`config.mk`:
```
export PLATFORM = sky130hd
export DESIGN_NAME = tap_tempo_estimator_top
export DESIGN_NICKNAME = d
export VERILOG_FILES = /design/src/rtl/core/tte_pkg.sv /design/src/rtl/core/tte_queue.sv /design/src/rtl/core/tte_front.sv /design/src/rtl/core/tte_divider.sv /design/src/rtl/core/tte_back.sv /design/src/rtl/core/tap_tempo_estimator_top.sv
export SDC_FILE = /design/constraint.sdc
export NUM_CORES = 1
export LEC_CHECK = 0
export BUFFER_PORTS_ARGS = -buffer_cell sky130_fd_sc_hd__buf_2
export CAP_MARGIN = 20
export CORE_MARGIN = 2
export CORE_UTILIZATION = 39
export DETAILED_ROUTE_END_ITERATION = 10
export SLEW_MARGIN = 10
export SYNTH_ARGS = -nofsm -noshare
export SYNTH_HDL_FRONTEND = slang
export SYNTH_SLANG_ARGS = --single-unit
```
`constraint.sdc`:
```
create_clock -name clk -period 6.4 [get_ports clk]
set_clock_uncertainty 0.15 [all_clocks]
set_input_delay 1.28 -clock clk [delete_from_list [all_inputs] [get_ports clk]]
set_output_delay 1.28 -clock clk [all_outputs]
set_load 0.01 [all_outputs]
```
`src/rtl/core/tte_pkg.sv`:
```
// ----------------------------------------------------------------------------
// tte_pkg
// Shared constants, codes and types of the tap tempo estimator.
// ----------------------------------------------------------------------------
package tte_pkg;

	localparam int TIME_BITS_DEF = 32;

	localparam int CFG_IDX_BITS  = 3;
	localparam int CFG_DATA_BITS = 32;
	localparam int TPM_BITS      = 16;
	localparam int BPM_BITS      = 10;
	localparam int QUO_BPM_BITS  = 16;
	localparam int IN_DATA_BITS  = 32;
	localparam int OUT_DATA_BITS = 16;

	localparam logic [QUO_BPM_BITS-1:0] BPM_NUMERATOR = 16'd60000;
	localparam logic [TPM_BITS-1:0]     DIV_BY_THREE  = 16'd3;

	localparam logic [CFG_DATA_BITS-1:0] DEBOUNCE_RST  = 32'd10000;
	localparam logic [CFG_DATA_BITS-1:0] TOLERANCE_RST = 32'd10000;
	localparam logic [TPM_BITS-1:0]      TPM_RST       = 16'd100;
	localparam logic [BPM_BITS-1:0]      MIN_BPM_RST   = 10'd30;
	localparam logic [BPM_BITS-1:0]      MAX_BPM_RST   = 10'd300;

	typedef enum logic [CFG_IDX_BITS-1:0] {
		CFG_DEBOUNCE,
		CFG_TOLERANCE,
		CFG_TPM,
		CFG_MIN_BPM,
		CFG_MAX_BPM
	} tte_cfg_idx_t;

	typedef enum logic [2:0] {
		BK_IDLE,
		BK_DIV3,
		BK_DIVT,
		BK_DIVB,
		BK_OUT
	} tte_back_state_t;

	typedef struct packed {
		logic go;
		logic accepted;
	} tte_job_flags_t;

	typedef struct packed {
		logic                start;
		logic [TPM_BITS-1:0] divisor;
	} tte_div_req_t;

endpackage

```
`src/rtl/core/tte_queue.sv`:
```
// ----------------------------------------------------------------------------
// tte_queue
// Two-entry job queue between the press front end and the tempo back end.
// ----------------------------------------------------------------------------
module tte_queue import tte_pkg::*; #(
	parameter int WIDTH = TIME_BITS_DEF + 4
) (
	input  logic             clk,
	input  logic             arst_n,
	input  logic             push,
	input  logic [WIDTH-1:0] wdata,
	input  logic             pop,
	output logic [WIDTH-1:0] rdata,
	output logic             empty,
	output logic             full
);

	logic [WIDTH-1:0] entry_q [2];
	logic             wr_q;
	logic             rd_q;
	logic [1:0]       cnt_q;

	assign empty = (cnt_q == 2'd0);
	assign full  = (cnt_q == 2'd2);
	assign rdata = entry_q[rd_q];

	always_ff @(posedge clk or negedge arst_n) begin
		if (!arst_n) begin
			wr_q  <= 1'b0;
			rd_q  <= 1'b0;
			cnt_q <= 2'd0;
		end else begin
			if (push)
				wr_q <= ~wr_q;
			if (pop)
				rd_q <= ~rd_q;
			if (push && !pop)
				cnt_q <= cnt_q + 2'd1;
			else if (pop && !push)
				cnt_q <= cnt_q - 2'd1;
		end
	end

	always_ff @(posedge clk) begin
		if (push)
			entry_q[wr_q] <= wdata;
	end

endmodule

```
`src/rtl/core/tte_front.sv`:
```
// ----------------------------------------------------------------------------
// tte_front
// Press front end: debounce, interval ring update, match check, job push.
// ----------------------------------------------------------------------------
module tte_front import tte_pkg::*; #(
	parameter int TIME_BITS = TIME_BITS_DEF
) (
	input  logic                     clk,
	input  logic                     arst_n,
	input  logic                     in_valid,
	output logic                     in_ready,
	input  logic [IN_DATA_BITS-1:0]  in_time,
	input  logic [CFG_DATA_BITS-1:0] debounce,
	input  logic [CFG_DATA_BITS-1:0] tolerance,
	input  logic                     tpm_nonzero,
	input  logic                     full,
	output logic                     push,
	output tte_job_flags_t           push_flags,
	output logic [TIME_BITS+1:0]     push_sum
);

	localparam int SUM_BITS = TIME_BITS + 2;
	localparam int CMP_BITS = (TIME_BITS > CFG_DATA_BITS) ? TIME_BITS : CFG_DATA_BITS;

	function automatic logic [TIME_BITS-1:0] abs_diff(input logic [TIME_BITS-1:0] a,
			input logic [TIME_BITS-1:0] b);
		return (a > b) ? (a - b) : (b - a);
	endfunction

	logic [TIME_BITS-1:0] now_s1;
	logic                 v_s1;
	logic                 acc_s2;
	logic                 v_s2;
	logic [TIME_BITS-1:0] last_q;
	logic [TIME_BITS-1:0] ring_q [3];
	logic [1:0]           pos_q;
	logic                 seen_q;

	logic [TIME_BITS-1:0] interval;
	logic                 acc;
	logic [1:0]           pos_next;
	logic                 match;

	assign in_ready = !v_s1 && !v_s2;
	assign interval = now_s1 - last_q;
	assign acc      = !(seen_q && (CMP_BITS'(interval) < CMP_BITS'(debounce)));
	assign pos_next = (pos_q == 2'd2) ? 2'd0 : pos_q + 2'd1;

	assign match = (CMP_BITS'(abs_diff(ring_q[0], ring_q[1])) <= CMP_BITS'(tolerance)) &&
		(CMP_BITS'(abs_diff(ring_q[1], ring_q[2])) <= CMP_BITS'(tolerance)) &&
		(CMP_BITS'(abs_diff(ring_q[0], ring_q[2])) <= CMP_BITS'(tolerance));

	assign push                = v_s2 && !full;
	assign push_flags.accepted = acc_s2;
	assign push_flags.go       = acc_s2 && match && tpm_nonzero;
	assign push_sum            = SUM_BITS'(ring_q[0]) + SUM_BITS'(ring_q[1]) +
		SUM_BITS'(ring_q[2]);

	always_ff @(posedge clk or negedge arst_n) begin
		if (!arst_n) begin
			v_s1      <= 1'b0;
			v_s2      <= 1'b0;
			last_q    <= '0;
			ring_q[0] <= '0;
			ring_q[1] <= '0;
			ring_q[2] <= '0;
			pos_q     <= 2'd0;
			seen_q    <= 1'b0;
		end else begin
			v_s1 <= in_valid && in_ready;
			if (v_s1) begin
				v_s2 <= 1'b1;
				if (acc) begin
					seen_q           <= 1'b1;
					pos_q            <= pos_next;
					ring_q[pos_next] <= interval;
					last_q           <= now_s1;
				end
			end else if (push) begin
				v_s2 <= 1'b0;
			end
		end
	end

	always_ff @(posedge clk) begin
		if (in_valid && in_ready)
			now_s1 <= TIME_BITS'(in_time);
		if (v_s1)
			acc_s2 <= acc;
	end

endmodule

```
`src/rtl/core/tte_divider.sv`:
```
// ----------------------------------------------------------------------------
// tte_divider
// Shared restoring divider, two quotient bits per cycle, 16-bit divisor.
// ----------------------------------------------------------------------------
module tte_divider import tte_pkg::*; #(
	parameter int QW = TIME_BITS_DEF + 2,
	parameter int CW = $clog2(QW / 2 + 1)
) (
	input  logic          clk,
	input  logic          arst_n,
	input  tte_div_req_t  req,
	input  logic [QW-1:0] dividend,
	input  logic [CW-1:0] cycles,
	output logic          done,
	output logic [QW-1:0] quotient
);

	logic [QW-1:0]       dq_q;
	logic [TPM_BITS-1:0] rem_q;
	logic [TPM_BITS-1:0] divisor_q;
	logic [CW-1:0]       cnt_q;
	logic                busy_q;
	logic                done_q;

	logic [QW-1:0]       dq_n;
	logic [TPM_BITS-1:0] rem_n;

	always_comb begin
		logic [TPM_BITS:0] trial;
		dq_n  = dq_q;
		rem_n = rem_q;
		for (int i = 0; i < 2; i++) begin
			trial = {rem_n, dq_n[QW-1]};
			dq_n  = dq_n << 1;
			if (trial >= {1'b0, divisor_q}) begin
				rem_n   = TPM_BITS'(trial - {1'b0, divisor_q});
				dq_n[0] = 1'b1;
			end else begin
				rem_n = trial[TPM_BITS-1:0];
			end
		end
	end

	assign done     = done_q;
	assign quotient = dq_q;

	always_ff @(posedge clk or negedge arst_n) begin
		if (!arst_n) begin
			busy_q <= 1'b0;
			cnt_q  <= '0;
			done_q <= 1'b0;
		end else begin
			done_q <= busy_q && (cnt_q == CW'(1)) && !req.start;
			if (req.start) begin
				busy_q <= 1'b1;
				cnt_q  <= cycles;
			end else if (busy_q) begin
				cnt_q <= cnt_q - CW'(1);
				if (cnt_q == CW'(1))
					busy_q <= 1'b0;
			end
		end
	end

	always_ff @(posedge clk) begin
		if (req.start) begin
			dq_q      <= dividend;
			rem_q     <= '0;
			divisor_q <= req.divisor;
		end else if (busy_q) begin
			dq_q  <= dq_n;
			rem_q <= rem_n;
		end
	end

endmodule

```
`src/rtl/core/tte_back.sv`:
```
// ----------------------------------------------------------------------------
// tte_back
// Tempo back end: averages, converts to bpm on the shared divider, range check.
// ----------------------------------------------------------------------------
module tte_back import tte_pkg::*; #(
	parameter int TIME_BITS = TIME_BITS_DEF
) (
	input  logic                 clk,
	input  logic                 arst_n,
	input  logic                 q_empty,
	input  tte_job_flags_t       q_flags,
	input  logic [TIME_BITS+1:0] q_sum,
	output logic                 q_pop,
	input  logic [TPM_BITS-1:0]  tpm,
	input  logic [BPM_BITS-1:0]  min_bpm,
	input  logic [BPM_BITS-1:0]  max_bpm,
	output logic                 out_tvalid,
	input  logic                 out_tready,
	output logic                 out_accepted,
	output logic                 out_tempo_valid,
	output logic [BPM_BITS-1:0]  out_tempo_bpm
);

	localparam int SUM_BITS = TIME_BITS + 2;
	localparam int QW       = ((SUM_BITS + 1) / 2) * 2;
	localparam int CW       = $clog2(QW / 2 + 1);

	tte_back_state_t state_q;
	tte_back_state_t state_d;

	tte_div_req_t        div_req;
	logic [QW-1:0]       div_dividend;
	logic [CW-1:0]       div_cycles;
	logic                div_done;
	logic [QW-1:0]       div_quo;

	logic                acc_q;
	logic                res_valid_q;
	logic [BPM_BITS-1:0] res_bpm_q;
	logic                m_tvalid_q;
	logic                m_acc_q;
	logic                m_valid_q;
	logic [BPM_BITS-1:0] m_bpm_q;

	logic                    ms_zero;
	logic [TPM_BITS-1:0]     ms_sat;
	logic [QUO_BPM_BITS-1:0] bpm16;
	logic                    in_range;
	logic                    res_load;
	logic                    out_load;

	tte_divider #(
		.QW (QW),
		.CW (CW)
	) u_div (
		.clk      (clk),
		.arst_n   (arst_n),
		.req      (div_req),
		.dividend (div_dividend),
		.cycles   (div_cycles),
		.done     (div_done),
		.quotient (div_quo)
	);

	assign ms_zero  = (div_quo == '0);
	assign ms_sat   = (|div_quo[QW-1:TPM_BITS]) ? '1 : div_quo[TPM_BITS-1:0];
	assign bpm16    = div_quo[QUO_BPM_BITS-1:0];
	assign in_range = (bpm16 >= QUO_BPM_BITS'(min_bpm)) && (bpm16 <= QUO_BPM_BITS'(max_bpm));

	always_comb begin
		state_d = state_q;
		case (state_q)
			BK_IDLE: begin
				if (!q_empty)
					state_d = q_flags.go ? BK_DIV3 : BK_OUT;
			end
			BK_DIV3: begin
				if (div_done)
					state_d = BK_DIVT;
			end
			BK_DIVT: begin
				if (div_done)
					state_d = ms_zero ? BK_OUT : BK_DIVB;
			end
			BK_DIVB: begin
				if (div_done)
					state_d = BK_OUT;
			end
			BK_OUT: begin
				if (!m_tvalid_q || out_tready)
					state_d = BK_IDLE;
			end
			default: state_d = BK_IDLE;
		endcase
	end

	always_comb begin
		q_pop         = 1'b0;
		div_req.start = 1'b0;
		div_req.divisor = DIV_BY_THREE;
		div_dividend  = QW'(q_sum);
		div_cycles    = CW'(QW / 2);
		res_load      = 1'b0;
		out_load      = 1'b0;
		case (state_q)
			BK_IDLE: begin
				q_pop         = !q_empty;
				div_req.start = !q_empty && q_flags.go;
			end
			BK_DIV3: begin
				div_req.start   = div_done;
				div_req.divisor = tpm;
				div_dividend    = div_quo;
			end
			BK_DIVT: begin
				div_req.start   = div_done && !ms_zero;
				div_req.divisor = ms_sat;
				div_dividend    = {BPM_NUMERATOR, {(QW - QUO_BPM_BITS){1'b0}}};
				div_cycles      = CW'(QUO_BPM_BITS / 2);
			end
			BK_DIVB: begin
				res_load = div_done;
			end
			BK_OUT: begin
				out_load = !m_tvalid_q || out_tready;
			end
			default: begin
			end
		endcase
	end

	always_ff @(posedge clk or negedge arst_n) begin
		if (!arst_n) begin
			state_q    <= BK_IDLE;
			m_tvalid_q <= 1'b0;
		end else begin
			state_q <= state_d;
			if (out_load)
				m_tvalid_q <= 1'b1;
			else if (out_tready)
				m_tvalid_q <= 1'b0;
		end
	end

	always_ff @(posedge clk) begin
		if (q_pop) begin
			acc_q       <= q_flags.accepted;
			res_valid_q <= 1'b0;
			res_bpm_q   <= '0;
		end else if (res_load) begin
			res_valid_q <= in_range;
			res_bpm_q   <= in_range ? bpm16[BPM_BITS-1:0] : '0;
		end
		if (out_load) begin
			m_acc_q   <= acc_q;
			m_valid_q <= res_valid_q;
			m_bpm_q   <= res_bpm_q;
		end
	end

	assign out_tvalid      = m_tvalid_q;
	assign out_accepted    = m_acc_q;
	assign out_tempo_valid = m_valid_q;
	assign out_tempo_bpm   = m_bpm_q;

	a_valid_needs_acc: assert property (@(posedge clk) disable iff (!arst_n)
		m_tvalid_q && m_valid_q |-> m_acc_q)
		else $error("tempo reported for a rejected press");

	a_bpm_zero_invalid: assert property (@(posedge clk) disable iff (!arst_n)
		m_tvalid_q && !m_valid_q |-> m_bpm_q == '0)
		else $error("nonzero bpm without a valid tempo");

	a_bpm_in_range: assert property (@(posedge clk) disable iff (!arst_n)
		m_tvalid_q && m_valid_q |-> (m_bpm_q >= min_bpm) && (m_bpm_q <= max_bpm))
		else $error("reported bpm outside the configured range");

endmodule

```
`src/rtl/core/tap_tempo_estimator_top.sv`:
```
// ----------------------------------------------------------------------------
// tap_tempo_estimator_top
// Tap tempo estimator: debounces presses and reports a tempo in bpm.
// ----------------------------------------------------------------------------
// Usage:
//   s_* carries one request per button press, s_tdata holding the timer value
//   of the press. m_* returns one result per press: accepted flag, tempo valid
//   flag and tempo in bpm. cfg_* writes the five settings (debounce, match
//   tolerance, ticks per ms, min and max bpm); the user must do so while idle.
// Timing:
//   The front end registers a press, checks it and queues it before it takes
//   the next. A rejected or unmatched press goes from BK_IDLE to BK_OUT. A
//   matched set runs up to three divisions on one shared divider at 2 bits
//   per cycle: average (sum by 3), ms (by ticks per ms) and bpm (60000 by ms,
//   skipped if ms is zero), QW = TIME_BITS + 2 rounded up to even, then the
//   range check and the output load. The divider sets the rate.
// Reset:
//   All settings take their defaults, the interval ring and last press time
//   clear, and the first press after reset is never debounced.
// Stall:
//   A result waits in the output register; the two-entry queue keeps taking
//   presses until it fills, then s_tready drops.
// ----------------------------------------------------------------------------
module tap_tempo_estimator_top import tte_pkg::*; #(
	parameter int TIME_BITS = TIME_BITS_DEF
) (
	input  logic                     clk,
	input  logic                     arst_n,
	input  logic                     cfg_we,
	input  logic [CFG_IDX_BITS-1:0]  cfg_index,
	input  logic [CFG_DATA_BITS-1:0] cfg_data,
	input  logic                     s_tvalid,
	output logic                     s_tready,
	input  logic [IN_DATA_BITS-1:0]  s_tdata,   // [31:0] press_time
	output logic                     m_tvalid,
	input  logic                     m_tready,
	output logic [OUT_DATA_BITS-1:0] m_tdata    // [0] press_accepted, [1] tempo_valid,
	                                            // [11:2] tempo_bpm, [15:12] zero
);

	localparam int SUM_BITS = TIME_BITS + 2;
	localparam int JOB_BITS = SUM_BITS + 2;

	logic [CFG_DATA_BITS-1:0] debounce_q;
	logic [CFG_DATA_BITS-1:0] tolerance_q;
	logic [TPM_BITS-1:0]      tpm_q;
	logic [BPM_BITS-1:0]      min_bpm_q;
	logic [BPM_BITS-1:0]      max_bpm_q;

	logic                push;
	tte_job_flags_t      push_flags;
	logic [SUM_BITS-1:0] push_sum;
	logic                pop;
	logic [JOB_BITS-1:0] q_rdata;
	logic                q_empty;
	logic                q_full;
	tte_job_flags_t      q_flags;
	logic [SUM_BITS-1:0] q_sum;

	logic                out_acc;
	logic                out_valid;
	logic [BPM_BITS-1:0] out_bpm;

	always_ff @(posedge clk or negedge arst_n) begin
		if (!arst_n) begin
			debounce_q  <= DEBOUNCE_RST;
			tolerance_q <= TOLERANCE_RST;
			tpm_q       <= TPM_RST;
			min_bpm_q   <= MIN_BPM_RST;
			max_bpm_q   <= MAX_BPM_RST;
		end else if (cfg_we) begin
			case (tte_cfg_idx_t'(cfg_index))
				CFG_DEBOUNCE:  debounce_q  <= cfg_data;
				CFG_TOLERANCE: tolerance_q <= cfg_data;
				CFG_TPM:       tpm_q       <= cfg_data[TPM_BITS-1:0];
				CFG_MIN_BPM:   min_bpm_q   <= cfg_data[BPM_BITS-1:0];
				CFG_MAX_BPM:   max_bpm_q   <= cfg_data[BPM_BITS-1:0];
				default: begin
				end
			endcase
		end
	end

	tte_front #(
		.TIME_BITS (TIME_BITS)
	) u_front (
		.clk         (clk),
		.arst_n      (arst_n),
		.in_valid    (s_tvalid),
		.in_ready    (s_tready),
		.in_time     (s_tdata),
		.debounce    (debounce_q),
		.tolerance   (tolerance_q),
		.tpm_nonzero (tpm_q != '0),
		.full        (q_full),
		.push        (push),
		.push_flags  (push_flags),
		.push_sum    (push_sum)
	);

	tte_queue #(
		.WIDTH (JOB_BITS)
	) u_queue (
		.clk    (clk),
		.arst_n (arst_n),
		.push   (push),
		.wdata  ({push_sum, push_flags}),
		.pop    (pop),
		.rdata  (q_rdata),
		.empty  (q_empty),
		.full   (q_full)
	);

	assign q_flags = tte_job_flags_t'(q_rdata[1:0]);
	assign q_sum   = q_rdata[JOB_BITS-1:2];

	tte_back #(
		.TIME_BITS (TIME_BITS)
	) u_back (
		.clk             (clk),
		.arst_n          (arst_n),
		.q_empty         (q_empty),
		.q_flags         (q_flags),
		.q_sum           (q_sum),
		.q_pop           (pop),
		.tpm             (tpm_q),
		.min_bpm         (min_bpm_q),
		.max_bpm         (max_bpm_q),
		.out_tvalid      (m_tvalid),
		.out_tready      (m_tready),
		.out_accepted    (out_acc),
		.out_tempo_valid (out_valid),
		.out_tempo_bpm   (out_bpm)
	);

	assign m_tdata = {{(OUT_DATA_BITS - BPM_BITS - 2){1'b0}}, out_bpm, out_valid, out_acc};

endmodule
```
==> impl_metrics.yaml <==
global_route:
  grt_pass1_wl_microns: 179300
  overflow: 0
  grt_max_degree: 129
  grt_antenna_before_repair: 1
  track_usage_pct: 24.66
  grt_pass1_vias: 30010
setup_path:
  timing.rr.end: "u_queue.entry_q[1][1]"
  worstPathCellList: "inv_1 -> ha_1 -> nand4_2 -> nor4_4 -> buf_4 -> nand3_2 -> o311a_1 -> a211oi_4 -> buf_4 -> mux2i_1 -> o221a_4 -> o21ai_1 -> a21oi_1 -> xnor2_1 -> ha_1 -> a21o_1 -> a21o_1 -> a21oi_1 -> o221ai_1 -> a2111oi_1 -> a21oi_1 -> buf_4 -> nor4_1 -> buf_4"
  start_kind: "register"
  worstPathMaxFanout: 9
  slowest_stage: "dfrtp_1"
  cp.required_ns: 6.74
  crit_type: "register to register"
  cpPeakStageDelay_ns: 0.54
  path_common_cell: "buf_4"
  worstReg2RegStart: "u_front.ring_q[12]"
  worstRegToRegCells: 24
  arrival_ns: 6.40
  endpoint_kind: "register"
  ff2ff_setup_slack_ns: 0.34
timing:
  fmax_ghz: 0.1650
  finalCritPeriodShare_pct: 94.69
  slew_headroom_pct: 33.50
  setup_viol: 0
  slew_violations: 0
  hold_viol: 0
  worst_pin_slew_ns: 0.9921
  fin_setup_tns_ns: 0
  fin_crit_ns: 6.060
  rsz0062_at_grt: "false"
synthesis:
  synth.mux.area_fraction_pct: 4.923
  synth_top_family_by_area: "compound AO/OA/AOI/OAI gates"
  synthAdderAreaFrac_pct: 16.79
  synth_warnings: 0
  synth_simple_gate_area_share_pct: 12.54
  synth_seq_area_share_pct: 32.79
  syn_avg_cell_area_sq_um: 8.892
  async_flop_share_pct: 55.98
  synthDistinctLibCells: 93
  synth-compound-area-share_pct: 22.41
  ys.flop_type: "dfrtp_1"
  synth_top_area_share_pct: 16.18
  synthXorXnorAreaFrac_pct: 5.079
  synth-edff-count: 168
  synth_area_leaders: "ha_1, dfrtp_1, edfxtp_1"
  synth.cell_area_sq_um: 36040
  synth_top_area_cell: "ha_1"
  netlist_instances: 4053
  synth_seq_cells: 443
route:
  routed_via_density: 5.681
  drtIter0Drc: 2201
  finalWirelength_microns: 117900
  post_drt_wl_per_cell_microns: 21.93
  drc: 0
  vias: 30540
  ant_nets: 0
  firstDrtPassIters: 6
finish:
  syn_to_final_growth_pct: 11.30
  drive_gt1_share_pct: 10.70
  finalNetCount: 4688
  num-fill-cells: 9073
clock_tree:
  clk_latency_ns: 0.65
  hold_buffers: 0
  clock_path_buffers: 3
  clkSinkCount: 443
  cts_tree: "built"
  cts_buffers: 55
  clk_pin_slew_ns: 0.06
  htree_num_levels: 2
  root_buffer: "clkbuf_16"
place:
  dp_hpwl_microns: 94890
  io_buffers: 85
  gp_congestion: 0.9909
floorplanning:
  die_x_microns: 308.0
  die_h_microns: 308.0
  initial_core_util_pct: 39.32
  num_rows: 111
  coreArea_sq_um: 91660
  ioPinCount: 90
  die_area_sq_um: 94860
worst_hold_path:
  min_to: "u_back.out_accepted"
  hold_path.class: "register to register"
  holdCritStartpoint: "u_back.acc_q"
  whs_path_depth: 0
outcome:
  status: "finished, final reports clean"
run:
  maxCapViolations: 0
registers in the layout, indices dropped and copies added, names as in the netlist, 2 cells and up:
name                    count
debounce_q                 32
max_bpm_q                  10
min_bpm_q                  10
tolerance_q                32
tpm_q                      16
u_back.out_tempo_bpm       10
u_back.res_bpm_q           10
u_back.state_q              3
u_back.u_div.cnt_q          5
u_back.u_div.divisor_q     16
u_back.u_div.quotient      34
u_back.u_div.rem_q         16
u_front.last_q             32
u_front.now_s1             32
u_front.pos_q               2
u_front.ring_q             96
u_queue.cnt_q               2
u_queue.entry_q            72
timing repair:
item                       CTS  global route
setup endpoints to repair    0             2
hold endpoints to repair     0             0
resized for setup            0            15
setup buffers                0             3
layout by cell type, fill, tap and decap left out, types with 10 or more instances in the layout:
| master | n |
|---|---|
| nand2b_1 | 29 |
| or2_2 | 13 |
| a211o_1 | 13 |
| and3_1 | 23 |
| nor4_1 | 21 |
| clkbuf_1 | 17 |
| fa_1 | 11 |
| inv_1 | 327 |
| mux2_2 | 80 |
| mux2i_1 | 84 |
| a21oi_1 | 353 |
| dfrtp_1 | 225 |
| buf_2 | 84 |
| a221oi_1 | 14 |
| nor2b_1 | 42 |
| nand2_1 | 408 |
| o21a_1 | 40 |
| nand4_1 | 82 |
| buf_4 | 101 |
| nor2_1 | 198 |
| nor3_1 | 48 |
| clkbuf_16 | 56 |
| or3_1 | 11 |
| o21bai_1 | 67 |
| xnor2_1 | 144 |
| ha_1 | 461 |
| edfxtp_1 | 168 |
| o31ai_1 | 45 |
| and2_1 | 10 |
| a31oi_1 | 30 |
| o211ai_1 | 25 |
| xor2_1 | 65 |
| a21o_1 | 188 |
| dfxtp_1 | 27 |
| nand3_1 | 41 |
| a211oi_1 | 25 |
| o21ai_0 | 373 |
| dfstp_2 | 21 |
final cells by class:
type / instances / area [sq um] / share of cell area, %
Timing Repair Buffer: 195 / 1374 / 3.425
Multi-Input combinational cell: 3117 / 22370 / 55.77
Clock buffer: 75 / 1493 / 3.721
Antenna cell: 3 / 7.507 / 0.01872
Clock inverter: 29 / 337.8 / 0.8422
Inverter: 327 / 1227 / 3.060
Sequential cell: 443 / 11820 / 29.47
Tap cell: 1186 / 1484 / 3.699
routing by layer:
metal / vias to the layer above / global-route usage, % / share of wire, %
met5: - / 0 / 0
met4: 0 / 8.406 / 3.3
met2: 906 / 40.26 / 46
met1: 14730 / 33.81 / 46
met3: 193 / 2.810 / 5.5
li1: 14710 / - / -
synth_stat cells, drive strengths merged, types with 8 or more instances:
master   count
o21a        41
o211ai      25
or3         11
dfxtp       27
nand3       42
xnor2      144
o21ai      383
nor2b       42
o31ai       47
mux2i       85
dfrtp      227
a211o       13
nand2b      29
nand2      408
ha         466
o21bai      67
a221oi      17
buf         64
dfstp       21
xor2        65
inv        327
a31oi       30
nor4        24
and2        12
fa          11
nor3        51
and4         8
or2         13
a21oi      357
a211oi      27
a21o       188
a2111oi      9
a21boi      10
nand4       84
nor3b        9
and3        23
mux2        82
clkbuf     105
edfxtp     168
nor2       201
worst max-delay path: cells and delay by family, from the launching register on:
kind	cells	cell delay [ns]
AOI/OAI and AO/OA	11	2.29
xor gates and xnor gates	1	0.15
adders and majority gates	2	0.71
buffers and inverters	5	0.90
DFF	1	0.54
muxes	1	0.27
and+or+nand+nor	4	0.88
stage by stage:
step	util [%]	hold slack, ns	instances	cell area (sq um)	setup WS (ns)
after floorplan	-	0.2503	4056	36050	1.132
after global placement	41.65	0.2535	5264	38180	0.1965
after detailed placement	41.65	0.2566	5264	38180	0.1112
after CTS	43.65	0.2697	5368	40010	0.05733
after global routing	43.75	0.2700	5372	40100	0.01687
final	43.76	0.2685	5375	40110	0.3401
cell families (layout without fill, tap and decap cells):
group / after synthesis / count (layout)
other: 1 / 7
DFF: 443 / 443
adders and majority gates: 477 / 477
muxes: 167 / 167
buffers and inverters: 496 / 626
AOI/OAI and AO/OA: 1291 / 1291
xor gates and xnor gates: 209 / 209
and+or+nand+nor: 969 / 969
worst max-delay path by stage:
stage                        from               endpoint  slack, ns  cells past startpoint
6_report       u_front.ring_q[12]  u_queue.entry_q[1][1]       0.34                     24
5_1_grt        u_front.ring_q[15]  u_queue.entry_q[1][1]       0.02                     24
3_5_place_dp   u_front.ring_q[13]  u_queue.entry_q[0][1]       0.11                     23
4_1_cts        u_front.ring_q[13]  u_queue.entry_q[1][1]       0.06                     23
2_1_floorplan   u_front.ring_q[1]  u_queue.entry_q[0][1]       1.13                     24
3_3_place_gp   u_front.ring_q[13]  u_queue.entry_q[1][1]       0.20                     22
Power is left out: the tool's default activity adds up to more than one toggle a clock period on the data nets, which glitch-free logic cannot reach.
